[config.mk]
export PLATFORM = sky130hd
export DESIGN_NAME = csc_mulmod
export DESIGN_NICKNAME = d
export VERILOG_FILES = /design/src/hw/rtl/csc_pkg.sv /design/src/hw/rtl/csc_mulmod.sv
export SDC_FILE = /design/constraint.sdc
export NUM_CORES = 1
export LEC_CHECK = 0
export ABC_AREA = 1
export BUFFER_PORTS_ARGS = -buffer_cell sky130_fd_sc_hd__buf_4
export CELL_PAD_IN_SITES_DETAIL_PLACEMENT = 0
export CELL_PAD_IN_SITES_GLOBAL_PLACEMENT = 1
export CORE_MARGIN = 8
export CORE_UTILIZATION = 39
export CTS_CLUSTER_SIZE = 14
export DETAILED_ROUTE_END_ITERATION = 16
export PLACE_DENSITY_LB_ADDON = 0.2
export SYNTH_ARGS = -nofsm -noshare
export SYNTH_HDL_FRONTEND = slang
export SYNTH_SLANG_ARGS = --single-unit
[constraint.sdc]
create_clock -name clock -period 3.89 [get_ports clock]
set_input_delay 0 -clock clock [delete_from_list [all_inputs] [get_ports clock]]
set_output_delay 0 -clock clock [all_outputs]
set_load 0.05 [all_outputs]
[src/hw/rtl/csc_pkg.sv]
// Shared constants for the congruence system combiner.
`timescale 1ns / 1ps
package csc_pkg;
   localparam int VALUE_BITS = 64;
   localparam int WORD_BITS = 64;
   localparam logic [WORD_BITS-1:0] MOD_LIMIT =
      WORD_BITS'((65'd1 << (VALUE_BITS - 1)) - 65'd1);
   localparam logic [WORD_BITS-1:0] WRAP_MODULUS = {1'b1, {(WORD_BITS-1){1'b0}}};
   localparam logic [1:0] ST_OK           = 2'd0;
   localparam logic [1:0] ST_INCONSISTENT = 2'd1;
   localparam logic [1:0] ST_BAD_MODULUS  = 2'd2;
   localparam logic [1:0] ST_OVERFLOW     = 2'd3;

   function automatic logic [WORD_BITS-1:0] add_mod(input logic [WORD_BITS-1:0] x,
                                                    input logic [WORD_BITS-1:0] y,
                                                    input logic [WORD_BITS-1:0] n);
      logic [WORD_BITS:0] s;
      s = {1'b0, x} + {1'b0, y};
      if (s >= {1'b0, n}) begin
         s = s - {1'b0, n};
      end
      return s[WORD_BITS-1:0];
   endfunction
endpackage

[src/hw/rtl/csc_mulmod.sv]
// Shift-and-add modular multiplier, one multiplier bit per cycle.
`timescale 1ns / 1ps
module csc_mulmod (
   input  logic        clock,
   input  logic        reset,
   input  logic        go,
   input  logic [63:0] op_a,
   input  logic [63:0] op_b,
   input  logic [63:0] modulus,
   output logic        done,
   output logic [63:0] product
);
   logic        busy_ff, busy_in;
   logic        done_ff, done_in;
   logic [63:0] acc_ff, acc_in;
   logic [63:0] a_ff, a_in;
   logic [63:0] b_ff, b_in;
   logic [63:0] n_ff, n_in;

   always_comb begin
      busy_in = busy_ff;
      done_in = 1'b0;
      acc_in  = acc_ff;
      a_in    = a_ff;
      b_in    = b_ff;
      n_in    = n_ff;
      if (go) begin
         busy_in = 1'b1;
         acc_in  = '0;
         a_in    = op_a;
         b_in    = op_b;
         n_in    = modulus;
      end else if (busy_ff) begin
         if (b_ff == '0) begin
            busy_in = 1'b0;
            done_in = 1'b1;
         end else begin
            if (b_ff[0]) begin
               acc_in = csc_pkg::add_mod(acc_ff, a_ff, n_ff);
            end
            a_in = csc_pkg::add_mod(a_ff, a_ff, n_ff);
            b_in = {1'b0, b_ff[63:1]};
         end
      end
   end

   always_ff @(posedge clock) begin
      if (reset) begin
         busy_ff <= 1'b0;
         done_ff <= 1'b0;
      end else begin
         busy_ff <= busy_in;
         done_ff <= done_in;
      end
      acc_ff <= acc_in;
      a_ff   <= a_in;
      b_ff   <= b_in;
      n_ff   <= n_in;
   end

   assign done    = done_ff;
   assign product = acc_ff;
endmodule

==> results of run 1 <==
## area by class of cell
cell class	count	area, um2
clock buffer	36	803.3
sequential	258	7088
clock inverter	20	246.5
tap	959	1200
inverter	886	3338
antenna	4	10.01
multi-input combinational	3550	21650
timing repair buffer	1433	11950
fill	6679	26180
## kinds of logic after synthesis
kind of cell,after synthesis
simple gates,2831
flops,258
xor+xnor,104
fa+ha+maj,195
buf+inv,973
compound gates,419
## path summary, 6_finish.rpt
kind,from,slack [ps],end
worst min register to register,busy_ff,460,done
worst max-delay path,a_ff[15],-460,product[16]
worst min-delay path,reset,70,busy_ff
worst max register to register,a_ff[15],-460,product[16]
## registers in the layout, summed over array words and instances, names as in the netlist
name and count:
b_ff 64, a_ff 64, n_ff 64, busy_ff 1
done 1, product 64
## per-stage QoR
| step | power (mW) | utilization (%) | area (um2) |
|---|---|---|---|
| 2_1_floorplan | 13.81 | - | 28320 |
| 3_3_place_gp | 23.31 | 51.44 | 37270 |
| 3_5_place_dp | 23.30 | 51.44 | 37270 |
| 4_1_cts | 29.32 | 60.87 | 44110 |
| 5_1_grt | 33.72 | 63.87 | 46280 |
| 6_report | 31.97 | 63.87 | 46280 |
## routing by layer
| layer | routed length, um | share of wire (%) |
|---|---|---|
| met2 | 67850 | 45 |
| met5 | 9 | 0.0059 |
| met3 | 11740 | 7.7 |
| met4 | 9544 | 6.3 |
| met1 | 63100 | 41 |
## cell usage in the layout (no fill, tap or decap), drive strengths merged, types with 6 or more instances in the layout
master       instances
a21o                 8
a21oi              263
a31oi                9
and2                 6
and3                 9
buf               1209
clkbuf              47
clkinv              11
dfxtp               66
dlygate4sd3        213
edfxtp             192
ha                 192
inv                890
nand2             1863
nand3              374
nand3b              81
nand4               42
nor2               381
nor3                38
nor4                34
o21a                10
o21ai              107
o21bai              15
xnor2               53
xor2                51
## critical path, delay by kind of cell, from the launching register on
kind            cells  cell delay, ps
simple gates       18            1860
buf+inv             8             990
fa+ha+maj           2             670
flops               1             540
compound gates      1             100
## report_power, final
part | leakage (nW) | switching, mW | total [mW] | internal, mW
clock | 0.514 | 1.36 | 3.11 | 1.75
combinational | 21.0 | 14.1 | 25.0 | 10.9
sequential | 2.48 | 0.428 | 3.89 | 3.46
## what timing repair did
| item | 4_1_cts | 5_1_grt |
|---|---|---|
| setup endpoints to repair | 64 | 66 |
| hold endpoints to repair | 211 | 0 |
| gates resized for setup | 679 | 384 |
| pin swaps | 186 | 121 |
| hold buffers | 213 | 0 |
| cloned | 6 | 12 |
| setup buffers | 82 | 48 |
==> results_dict.tcl, run 1 <==
set metrics [dict create \
    status "complete, but fails checks" \
    violations "negative setup slack" \
    wl_per_cell_um 21.30 \
    synthesis.nets 5170 \
    synth.area.top_cells "nand2_1 25%, edfxtp_1 20%, inv_1 11%" \
    drt-total-wl_mm 152.2 \
    yosysTopAreaCellShare_pct 24.55 \
    worst_slew_pin_slew_ps 1152 \
    via_per_inst 5.151 \
    maxCapViolCount 0 \
    crit_type "flop to flop" \
    coreArea_mm2 0.07246 \
    cp-start-kind "flop" \
    top_usage_layer "met2" \
    final_nets 6549 \
    drv_slew 0 \
    period_share_pct 111.8 \
    io_buffers 259 \
    firstDrtPassIters 6 \
    yosysWarnings 0 \
    async_flop_share_pct 0 \
    finalWorstSetupSlack_ps -457.2 \
    netlist.top_cell.by_area "nand2_1" \
    rsz0062_at_grt "yes" \
    clockRootBuffer "clkbuf_16" \
    cts_tree "yes" \
    detailedPlace.worstSlack_ps -1190 \
    power.density_mw_per_mm2 690.7 \
    die_y_um 285.5 \
    areaGrowthSynthToFinish_pct 63.43 \
    worst_setup_path_end_kind "flop" \
    hp-class "primary input to flop" \
    fmax_ghz 0.2300 \
    cts_sinks 258 \
    place_congestion 1.055 \
    crit_top_cell "buf_6" \
    die_area_mm2 0.08150 \
    final-setup-viol-count 64 \
    critical-path-max-stage-delay_ps 540 \
    grt_use_met2_pct 55.91 \
    synth_edf_count 192 \
    io_pins 260 \
    drive_gt1_share_pct 34.35 \
    synth-xor-area-share_pct 3.216 \
    synth_area_mm2 0.02832 \
    setup_tns_ps -23770 \
    holdWs_ps 70.70 \
    synth-seq-cells 258 \
    track_usage_pct 35.05 \
    p_leak_nw 24.02 \
    cts.clk_slew.worst_paths_ps 60 \
    clockBufferDepth 3 \
    dp.cells 6729 \
    hpwlAfterDp_mm 120.2 \
    relSlewSlack_pct 23.17 \
    clk_latency_ps 650 \
    grt_max_degree 129 \
    path_max_fanout 5 \
    ant_nets 0 \
    layout_min_cycle_time_ps 4347 \
    antenna_found_initial 5 \
    grtUsageMet1_pct 46.71 \
    stdcell_count 7146 \
    ir_drop_mv 0.5206 \
    grt_pass1_wl_mm 216.5 \
    drtIter0Drc 3867 \
    route.detailed.drc 0 \
    synth_ff_type "edfxtp_1" \
    first_global_vias 35710 \
    htree_levels 1 \
    synth_common_cells "1852 x nand2_1, 854 x inv_1, 369 x nor2_1, 364 x nand3_1, 262 x a21oi_1" \
    cts_made_buffers 30 \
    worstHoldPathCells 3 \
    synth_top_family_by_area "simple AND/OR/NAND/NOR gates" \
    start_util_pct 39.08 \
    required_ps 4370 \
    yosys.area_share.adder_pct 8.694 \
    finalHoldViolations 0 \
    synthDistinctLibCells 45 \
    yosysSeqAreaShare_pct 25.02 \
    yosysMostFrequentCell "nand2_1" \
    grt_overflow 0 \
    worstRegToRegCells 29 \
    rows 99 \
    skew_ps 55.17 \
    muxShareOfSynthArea_pct 0 \
    synth_simple_gate_area_share_pct 41.80 \
    grt.met3_usage_pct 4.023 \
    crit_slowest_cell "edfxtp_1" \
    crit_arrival_ps 4830 \
    die_x_um 285.5 \
    avgSynthCellArea_um2 5.925 \
    dr_total_vias 36810 \
    synth_compound_area_share_pct 7.811 \
    syn_inst 4780 \
]
Power figures use the tool's default switching activity.
==> run 2: changes to the inputs <==
- PLACE_DENSITY_LB_ADDON: 0.2 -> 0.1
==> run 2 against run 1 <==
The flow still finishes with violations (negative setup slack); clock power rose by 2%; non-clock buffer count down 63; sequential power up 2%; sequential cell count did not move; combinational power fell by 3%; critical path type unchanged; largest cell class unchanged.
==> results_dict.tcl, run 2 (synthesis gave the netlist of run 1 again) <==
set metrics [dict create \
    cts_tree "yes" \
    grt_pass1_wl_mm 211.2 \
    worst_setup_path_end_kind "flop" \
    place_congestion 1.018 \
    first_global_vias 34860 \
    required_ps 4340 \
    clockBufferDepth 3 \
    dr_total_vias 36360 \
    drt-total-wl_mm 149.0 \
    rows 99 \
    finalWorstSetupSlack_ps -460.3 \
    hpwlAfterDp_mm 118.3 \
    detailedPlace.worstSlack_ps -882.0 \
    violations "negative setup slack" \
    coreArea_mm2 0.07246 \
    die_x_um 285.5 \
    cts_sinks 258 \
    crit_type "flop to flop" \
    final-setup-viol-count 64 \
    finalHoldViolations 0 \
    crit_slowest_cell "edfxtp_1" \
    critical-path-max-stage-delay_ps 550 \
    ant_nets 0 \
    stdcell_count 7085 \
    fin_area_mm2 0.04549 \
    clk_latency_ps 640 \
    power.density_mw_per_mm2 690.8 \
    firstDrtPassIters 6 \
    hp-class "primary input to flop" \
    htree_levels 1 \
    grt_max_degree 142 \
    maxCapViolCount 0 \
    final_common_cell "nand2_1" \
    worstHoldPathCells 3 \
    antenna_found_initial 6 \
    die_area_mm2 0.08150 \
    dp.cells 6704 \
    drtIter0Drc 3274 \
    io_pins 260 \
    io_buffers 259 \
    p_leak_nw 23.50 \
    drive_gt1_share_pct 33.18 \
    power.total_mw 31.43 \
    layout_min_cycle_time_ps 4350 \
    regArea_mm2 0.007088 \
    route.detailed.drc 0 \
    die_y_um 285.5 \
    worst_slew_pin_slew_ps 1075 \
    rsz0062_at_grt "yes" \
    drv_slew 0 \
    areaGrowthSynthToFinish_pct 60.64 \
    status "complete, but fails checks" \
    crit_arrival_ps 4800 \
    period_share_pct 111.8 \
    cp-start-kind "flop" \
    cts_made_buffers 31 \
    cts.clk_slew.worst_paths_ps 60 \
    final_nets 6487 \
    worstRegToRegCells 28 \
    fin_util_pct 62.78 \
    track_usage_pct 34.21 \
    via_per_inst 5.132 \
    fillCellCount 6822 \
    layout_common_cells "1559 x nand2_1, 1100 x buf_4, 790 x inv_1, 310 x nand3_1, 259 x nor2_1" \
    fmax_ghz 0.2299 \
    start_util_pct 39.08 \
    relSlewSlack_pct 28.31 \
    multi_input_area_mm2 0.02141 \
    ir_drop_mv 0.3595 \
    path_max_fanout 6 \
    wl_per_cell_um 21.03 \
    skew_ps 39.49 \
    dpl-instance-area_mm2 0.03712 \
    crit_top_cell "buf_4" \
    grt_overflow 0 \
    clockRootBuffer "clkbuf_16" \
]
## run 2: cell count changes in the layout (fill, tap and decap cells not counted), sizes merged
cell,previous run,this run
buf,1209,1162
clkbuf,47,38
dlygate4sd3,213,204
clkinv,11,15
inv,890,888
bufinv,4,5
diode,4,5
## run 2: final cells by class
cell class | count | share of cell area (%)
Inverter | 886 | 7.335
Tap cell | 959 | 2.638
Antenna cell | 5 | 0.02750
Timing Repair Buffer | 1370 | 25.01
Multi-Input combinational cell | 3550 | 47.07
Clock buffer | 34 | 1.730
Sequential cell | 258 | 15.58
Clock inverter | 23 | 0.6078
## run 2: final timing paths
path,end,start,slack [ps]
worst max-delay path,product[52],a_ff[11],-460
worst min-delay path,busy_ff,reset,80
worst max register to register,product[52],a_ff[11],-460
worst min register to register,done,busy_ff,460
## run 2: what timing repair did
| item | in CTS | in global routing |
|---|---|---|
| setup endpoints to repair | 64 | 67 |
| gates cloned | 9 | 8 |
| hold buffers | 204 | 0 |
| buffers inserted | 61 | 44 |
| resized for setup | 492 | 483 |
| hold endpoints to repair | 209 | 0 |
| pin swaps | 69 | 159 |
## run 2: metal layers
layer  global-route usage [%]  wire [um]  up-vias
met4                    16.09       8460        0
met5                        0          0        -
li1                         -          -    17620
met1                    45.41      62560    17000
met3                    3.150      10150      319
met2                    55.90      67820     1419
## run 2: power breakdown
part           leakage, nW  switching (mW)  total [mW]  internal, mW
Combinational         20.5            13.7        24.3          10.6
Sequential            2.48           0.496        3.96          3.46
Clock                0.519            1.37        3.17          1.80
## run 2: critical path, delay by kind of cell (launching register included)
family	cells	cell delay (ps)
AOI/OAI and AO/OA	2	250
adders and majority gates	2	600
and+or+nand+nor	15	1560
DFF	1	550
buffers and inverters	9	1200
## run 2: through the flow
| stage | hold WS, ps | setup TNS (ps) |
|---|---|---|
| CTS | 61.13 | -19550 |
| global placement | 177.0 | -51690 |
| global route | 73.92 | -33470 |
| detailed placement | 176.8 | -53220 |
| finish | 79.81 | -25540 |
| floorplan | 69.07 | 0 |
