### src/hw/rtl/csc_divider.sv
// Restoring divider, one quotient bit per cycle.
`timescale 1ns / 1ps
module csc_divider (
   input  logic        clock,
   input  logic        reset,
   input  logic        go,
   input  logic [63:0] dividend,
   input  logic [63:0] divisor,
   output logic        done,
   output logic [63:0] quotient,
   output logic [63:0] remainder
);
   logic        busy_ff, busy_in;
   logic        done_ff, done_in;
   logic [5:0]  cnt_ff, cnt_in;
   logic [63:0] quo_ff, quo_in;
   logic [63:0] rem_ff, rem_in;
   logic [63:0] den_ff, den_in;
   logic [64:0] trial;

   always_comb begin
      busy_in = busy_ff;
      done_in = 1'b0;
      cnt_in  = cnt_ff;
      quo_in  = quo_ff;
      rem_in  = rem_ff;
      den_in  = den_ff;
      trial   = {rem_ff, quo_ff[63]};
      if (go) begin
         busy_in = 1'b1;
         cnt_in  = '0;
         quo_in  = dividend;
         rem_in  = '0;
         den_in  = divisor;
      end else if (busy_ff) begin
         // shift in one dividend bit, subtract when it fits
         if (trial >= {1'b0, den_ff}) begin
            rem_in = 64'(trial - {1'b0, den_ff});
            quo_in = {quo_ff[62:0], 1'b1};
         end else begin
            rem_in = trial[63:0];
            quo_in = {quo_ff[62:0], 1'b0};
         end
         cnt_in = cnt_ff + 6'd1;
         if (cnt_ff == 6'd63) begin
            busy_in = 1'b0;
            done_in = 1'b1;
         end
      end
   end

   always_ff @(posedge clock) begin
      if (reset) begin
         busy_ff <= 1'b0;
         done_ff <= 1'b0;
      end else begin
         busy_ff <= busy_in;
         done_ff <= done_in;
      end
      cnt_ff <= cnt_in;
      quo_ff <= quo_in;
      rem_ff <= rem_in;
      den_ff <= den_in;
   end

   assign done      = done_ff;
   assign quotient  = quo_ff;
   assign remainder = rem_ff;
endmodule

### config.mk
export PLATFORM = sky130hd
export DESIGN_NAME = csc_divider
export DESIGN_NICKNAME = d
export VERILOG_FILES = /design/src/hw/rtl/csc_divider.sv
export SDC_FILE = /design/constraint.sdc
export NUM_CORES = 1
export LEC_CHECK = 0
export BUFFER_PORTS_ARGS = -buffer_cell sky130_fd_sc_hd__buf_2
export CAP_MARGIN = 20
export CORE_MARGIN = 8
export CORE_UTILIZATION = 55
export CTS_CLUSTER_DIAMETER = 200
export DETAILED_ROUTE_END_ITERATION = 8
export PLACE_DENSITY = 0.78
export SYNTH_ARGS = -nofsm -noshare
export SYNTH_HDL_FRONTEND = slang
export SYNTH_SLANG_ARGS = --single-unit
### constraint.sdc
create_clock -name clock -period 3.6 [get_ports clock]
set_input_delay 0.36 -clock clock [delete_from_list [all_inputs] [get_ports clock]]
set_output_delay 0.36 -clock clock [all_outputs]
set_load 0.02 [all_outputs]
==> impl_metrics.py, run 1 <==
metrics = {
    "synthesis": {
        "synthFlopType": "edfxtp_1",
        "netlist_area_um2": 11900,
        "seq_area_frac_synth_pct": 44.4,
        "synth_top_family_by_area": "compound AO/OA/AOI/OAI gates",
        "synthTopCellsByArea": "edfxtp_1 (32%), dfxtp_1 (12%), ha_1 (6.8%)",
        "netlist-cell-type-count": 68,
        "yosys_warnings": 0,
        "synthXorXnorAreaFrac_pct": 3.61,
        "synth_edf_count": 128,
        "synthAdderAreaFrac_pct": 7.01,
        "yosys-top-cells-count": "edfxtp_1 (128), nor2_1 (128), nand2_1 (115)",
        "muxShareOfSynthArea_pct": 7.34,
        "synth_top_area_share_pct": 32.3,
        "synth_cells": 1242,
        "synth-compound-area-share_pct": 18.5,
        "syn_area_per_cell_um2": 9.57,
        "yosysTopAreaCell": "edfxtp_1",
        "synth-simple-area-share_pct": 13.9,
        "synth-async-reset-ratio_pct": 0,
        "synth_nets": 1439,
        "synth-seq-cells": 200,
    },
    "pwr": {
        "power.share.clock_pct": 31.1,
        "power_density_nw_per_um2": 477,
        "comb_power_share_pct": 27.8,
        "total_power_mw": 6.84,
        "power.internal_mw": 4.47,
        "ir_worst_vdd_v": 0.000342,
        "switchingPower_mw": 2.37,
        "seq_power_share_pct": 41.1,
        "p_leak_nw": 6.28,
        "switching_share_pct": 34.7,
    },
    "cells_and_area": {
        "register_area_um2": 5290,
        "multi_input_area_um2": 6050,
        "area_growth_pct": 20.7,
        "num_antenna_cells": 0,
        "instances_no_fill": 1782,
        "fill_cells": 1800,
        "nets": 1686,
        "final_area_um2": 14400,
        "drive_above_1_share_pct": 28.5,
    },
    "detailed_routing": {
        "vias": 10400,
        "post-route-drc-count": 0,
        "wl_per_cell_um": 19.2,
        "detail_route.iter0.violations": 724,
        "wl_met2_um": 16300,
        "ant_nets": 0,
        "drt_wl_total_um": 34100,
        "via_per_inst": 5.84,
        "drt-met1-wl_um": 13800,
        "topRoutingLayerUsed": "met5",
        "met3_length_um": 3300,
        "dr.pass1.iters": 6,
    },
    "sta": {
        "setup_violations": 0,
        "whs_ns": 0.0665,
        "fmax_ghz": 0.289,
        "drv_slew": 0,
        "maxSlewHeadroom_pct": 36.4,
        "final_hold_viol_count": 0,
        "fin_ws_ns": 0.140,
        "min_period_ns": 3.46,
        "worstMarginPinSlew_ns": 0.954,
        "rsz0062_at_grt": "true",
        "period_share_pct": 96.1,
        "fin_skew_ns": 0.0165,
    },
    "critical_path": {
        "critPathMaxStageDelay_ns": 0.40,
        "crit_top_cell": "a221oi_2",
        "worstSetupPathType": "flip-flop to flip-flop",
        "cp_data_required_time_ns": 3.95,
        "path_cells": "inv_1, ha_1, nand3_1, o21bai_1, a311oi_2, o311ai_2, buf_4, a21oi_2, a221oi_2, o31ai_1, a2bb2oi_1, mux2_2, a221oi_2",
        "cp-end-kind": "flip-flop",
        "cp_max_fo": 5,
        "start_kind": "flip-flop",
        "slowest_stage": "o31ai_1",
        "worstPathArrival_ns": 3.82,
    },
    "clock_network": {
        "cts_tree": "done",
        "clockBufferDepth": 2,
        "root_buffer": "clkbuf_16",
        "clk_pin_slew_ns": 0.09,
        "numCtsBuffers": 17,
        "htree_levels": 4,
        "insertion_delay_ns": 0.45,
        "cts_hold_buf": 0,
        "cts_sinks": 200,
    },
    "place": {
        "portBuffers": 259,
        "hpwl_um": 25400,
        "gp_congestion": 0.929,
        "dp_slack_ns": 0.0697,
        "dp_cells": 1743,
        "postPlaceCellArea_um2": 13600,
    },
    "grt": {
        "grt_max_degree": 82,
        "grt_pass1_vias": 10300,
        "grt_overflow": 0,
        "grt_usage_pct": 24.8,
        "antenna_found_initial": 5,
        "grt_pass1_wl_um": 53000,
    },
    "status": {
        "outcome": "finished, final reports clean",
    },
    "floorplanning": {
        "die_x_um": 163,
        "die_height_um": 163,
        "initial_utilization_pct": 55.2,
        "die-area_um2": 26600,
        "coreArea_um2": 21600,
        "io-pin-count": 260,
        "row_count": 54,
    },
    "worst_hold_path": {
        "worstHoldPathType": "primary input to flip-flop",
    },
    "job": {
        "max_cap_viol_count": 0,
    },
}
-- power groups by stage --
stage	clock, mW	sequential, mW	combinational [mW]
global placement	0	2.85	1.82
floorplan	0	2.99	1.12
finish	2.13	2.81	1.90
CTS	2.17	2.81	1.86
detailed placement	0	2.86	1.84
global route	2.24	2.84	2.07
-- cell usage in the layout (no fill, tap or decap), drive strengths merged, types with 4 or more instances in the layout --
cell    Yosys  final
a221oi      6      6
o21bai     11     11
nor4        9      9
xnor2      29     29
nor2b       7      7
nand2     115    115
or4         4      4
dfxtp      72     72
clkinv      0      5
nor2      128    128
o211ai      6      6
ha         65     65
xor2       20     20
and3        5      5
nand2b      4      4
buf        13    301
or3         7      7
a21boi      5      5
o21a       13     13
a21o       29     29
or2         4      4
o31a        7      7
mux2i      13     13
a311oi     20     20
nand4      25     25
edfxtp    128    128
clkbuf     61     17
a31oi       6      6
nand3      25     25
inv        82     91
o21ai      43     44
o221ai      4      4
nor3       18     18
a211oi     44     44
a21oi     109    109
and2        8      8
mux2       66     66
-- final timing paths --
| check | start | to | slack, ns | cells after the start |
|---|---|---|---|---|
| worst min register to register | remainder[1] | remainder[1] | 0.50 | 2 |
| worst max-delay path | den_ff[4] | remainder[63] | 0.14 | 13 |
| worst max register to register | den_ff[4] | remainder[63] | 0.14 | 13 |
| worst min-delay path | reset | busy_ff | 0.07 | 2 |
-- cells by family after synthesis --
| logic type | Yosys count |
|---|---|
| xor+xnor | 49 |
| compound gates | 327 |
| mux | 79 |
| flops | 200 |
| fa+ha+maj | 66 |
| simple gates | 365 |
| buf+inv | 156 |
-- worst max-delay path: cells and delay by family, from the launching register on --
kind	cells	cell delay (ns)
compound gates	8	2.00
fa+ha+maj	1	0.37
buf+inv	2	0.23
flops	1	0.33
mux	1	0.30
simple gates	1	0.14
-- flip-flops by register name, indices dropped and copies added, names as in the netlist --
signal / flops
den_ff: 64
quotient: 64
remainder: 64
cnt_ff: 6
busy_ff: 1
done: 1
-- routing by layer --
layer / GRT usage (%) / vias up
li1: - / 5054
met1: 30.2 / 4878
met2: 41.3 / 408
met3: 7.74 / 49
met4: 7.51 / 10
met5: 0 / -
-- what timing repair did --
action / 4_1_cts / 5_1_grt
cloned: 0 / 1
pin swaps: 0 / 2
setup endpoints to repair: 1 / 55
resized for setup: 1 / 9
setup buffers: 0 / 6
-- layout make-up --
cell class	instances	share of cell area, %
clock inverter	15	1.70
inverter	82	2.14
clock buffer	17	2.96
multi-input combinational	887	42.2
timing repair buffer	301	11.7
tap	280	2.44
sequential	200	36.9
-- through the flow --
stage          TNS, ns  util [%]
6_report             0      66.6
5_1_grt        -0.0109      66.6
4_1_cts              0      66.0
3_5_place_dp         0      62.9
3_3_place_gp         0      62.9
2_1_floorplan        0         -
No activity file was read; power rests on OpenSTA's default activity.
==> run 2, diff against run 1 <==
--- a/config.mk
+++ b/config.mk
@@ -7,9 +7,11 @@
 export LEC_CHECK = 0
 export BUFFER_PORTS_ARGS = -buffer_cell sky130_fd_sc_hd__buf_2
 export CAP_MARGIN = 20
+export CORE_ASPECT_RATIO = 0.9
 export CORE_MARGIN = 8
 export CORE_UTILIZATION = 55
 export CTS_CLUSTER_DIAMETER = 200
+export CTS_CLUSTER_SIZE = 14
 export DETAILED_ROUTE_END_ITERATION = 8
 export PLACE_DENSITY = 0.78
 export SYNTH_ARGS = -nofsm -noshare
==> run 2 against run 1 <==
Combinational power about the same. Global-route usage increased by 0.45 points. Sequential share of layout area increased by 0.28 points. First-iteration DRC count increased by 9.8%. Wire length decreased by 0.34%. Final cell count increased by 0.17%. Maximum frequency increased by 0.38%. Critical endpoint is now remainder[27].
==> impl_metrics.py, run 2 (synthesis results as in run 1) <==
metrics = {
    "place": {
        "postPlaceCellArea_um2": 13500,
        "hpwl_um": 25600,
        "gp_congestion": 0.929,
        "portBuffers": 259,
        "dp_cells": 1748,
    },
    "detailed_routing": {
        "drt_wl_total_um": 34000,
        "wl_per_cell_um": 19.1,
        "ant_nets": 0,
        "post-route-drc-count": 0,
        "detail_route.iter0.violations": 795,
        "via_per_inst": 5.79,
        "vias": 10300,
        "dr.pass1.iters": 7,
    },
    "critical_path": {
        "cp_data_required_time_ns": 3.93,
        "cp_max_fo": 7,
        "worstPathArrival_ns": 3.77,
        "reg2reg_depth": 12,
        "start_kind": "flip-flop",
        "cp-end-kind": "flip-flop",
        "worstSetupPathType": "flip-flop to flip-flop",
    },
    "sta": {
        "worstMarginPinSlew_ns": 0.909,
        "min_period_ns": 3.45,
        "whs_ns": 0.0797,
        "finalSetupTns_ns": 0,
        "fmax_ghz": 0.290,
        "fin_skew_ns": 0.0193,
        "drv_slew": 0,
        "period_share_pct": 95.8,
        "final_hold_viol_count": 0,
        "maxSlewHeadroom_pct": 39.3,
        "setup_violations": 0,
    },
    "floorplanning": {
        "coreArea_um2": 21400,
        "die-area_um2": 26600,
        "initial_utilization_pct": 55.5,
        "die_x_um": 171,
        "die_height_um": 155,
        "row_count": 51,
        "io-pin-count": 260,
    },
    "grt": {
        "antenna_found_initial": 4,
        "grtUsageMet1_pct": 30.3,
        "grt_overflow": 0,
        "grtUsageMet3_pct": 9.02,
        "grt_pass1_vias": 10500,
        "grt_pass1_wl_um": 53400,
        "grt_max_degree": 70,
        "grt_usage_pct": 25.2,
        "met2_usage_pct": 41.4,
        "busiest_layer": "met2",
    },
    "clock_network": {
        "clk_pin_slew_ns": 0.09,
        "root_buffer": "clkbuf_16",
        "cts_hold_buf": 0,
        "cts_tree": "done",
        "insertion_delay_ns": 0.45,
        "htree_levels": 4,
        "numCtsBuffers": 17,
        "cts_sinks": 200,
        "clockBufferDepth": 2,
    },
    "worst_hold_path": {
        "min_delay_path_depth": 2,
        "worstHoldPathType": "primary input to flip-flop",
    },
    "pwr": {
        "ir_worst_vdd_v": 0.000325,
        "p_leak_nw": 6.23,
        "power_density_nw_per_um2": 474,
    },
    "cells_and_area": {
        "final_area_um2": 14200,
        "fill_cells": 1758,
        "fin_util_pct": 66.4,
        "drive_above_1_share_pct": 27.7,
        "layout_commonest_cell": "buf_2",
        "multi_input_area_um2": 6030,
        "register_area_um2": 5290,
        "layout_common_cells": "buf_2 (258), nor2_1 (128), edfxtp_1 (128), nand2_1 (115), a21oi_1 (103)",
        "instances_no_fill": 1785,
        "nets": 1676,
        "area_growth_pct": 19.8,
    },
    "status": {
        "outcome": "finished, final reports clean",
    },
    "job": {
        "max_cap_viol_count": 0,
    },
}
==> run 2: cell count changes in the layout (fill, tap and decap cells not counted), sizes merged <==
cell,delta
buf,-9
diode,+2
o21ai,-1
==> run 2: timing repair <==
| action | CTS | global route |
|---|---|---|
| resized for setup | 1 | 5 |
| endpoints found under the setup margin | 1 | 18 |
| pin swaps | 0 | 1 |
| setup buffers | 0 | 3 |
==> run 2: worst max-delay path, stage by stage (launching register included) <==
cell	delay, ns
edfxtp_1	0.33
inv_1	0.04
ha_1	0.43
nand4_2	0.25
or4_1	0.61
a311oi_2	0.32
o211ai_1	0.17
a21oi_2	0.28
o21a_4	0.24
buf_4	0.15
mux2_2	0.32
mux2i_1	0.13
nor2_1	0.05
==> run 2: per-layer routing <==
layer	wire [um]	up-vias
li1	-	4992
met1	14000	4848
met2	15800	419
met3	3400	62
met4	805	6
met5	33	-
==> run 2: stage by stage <==
step | worst slack, ns | total power [mW]
3_5_place_dp | 0.0466 | 4.69
5_1_grt | -0.00257 | 7.07
3_3_place_gp | 0.118 | 4.65
4_1_cts | 0.0974 | 6.75
6_report | 0.153 | 6.75
2_1_floorplan | 0.452 | 4.11
==> run 2: worst paths after layout <==
path,slack (ns),from,endpoint
max,0.15,den_ff[28],remainder[27]
min,0.08,reset,busy_ff
max reg2reg,0.15,den_ff[28],remainder[27]
min reg2reg,0.52,cnt_ff[5],cnt_ff[5]
==> run 2: area by class of cell <==
cell class / instances / area share, %
multi-input cells: 886 / 42.3
flip-flops and latches: 200 / 37.1
repair buffers: 292 / 11.3
clock buffers: 17 / 2.99
well taps: 291 / 2.56
inverters: 82 / 2.16
clock inverters: 15 / 1.49
diodes: 2 / 0.0351
==> run 2: power breakdown <==
part           internal (mW)  leakage [nW]  switching [mW]
Combinational          0.738          4.06            1.15
Sequential              2.67          1.86           0.141
Clock                   1.03         0.309            1.02
Total                   4.43          6.23            2.32
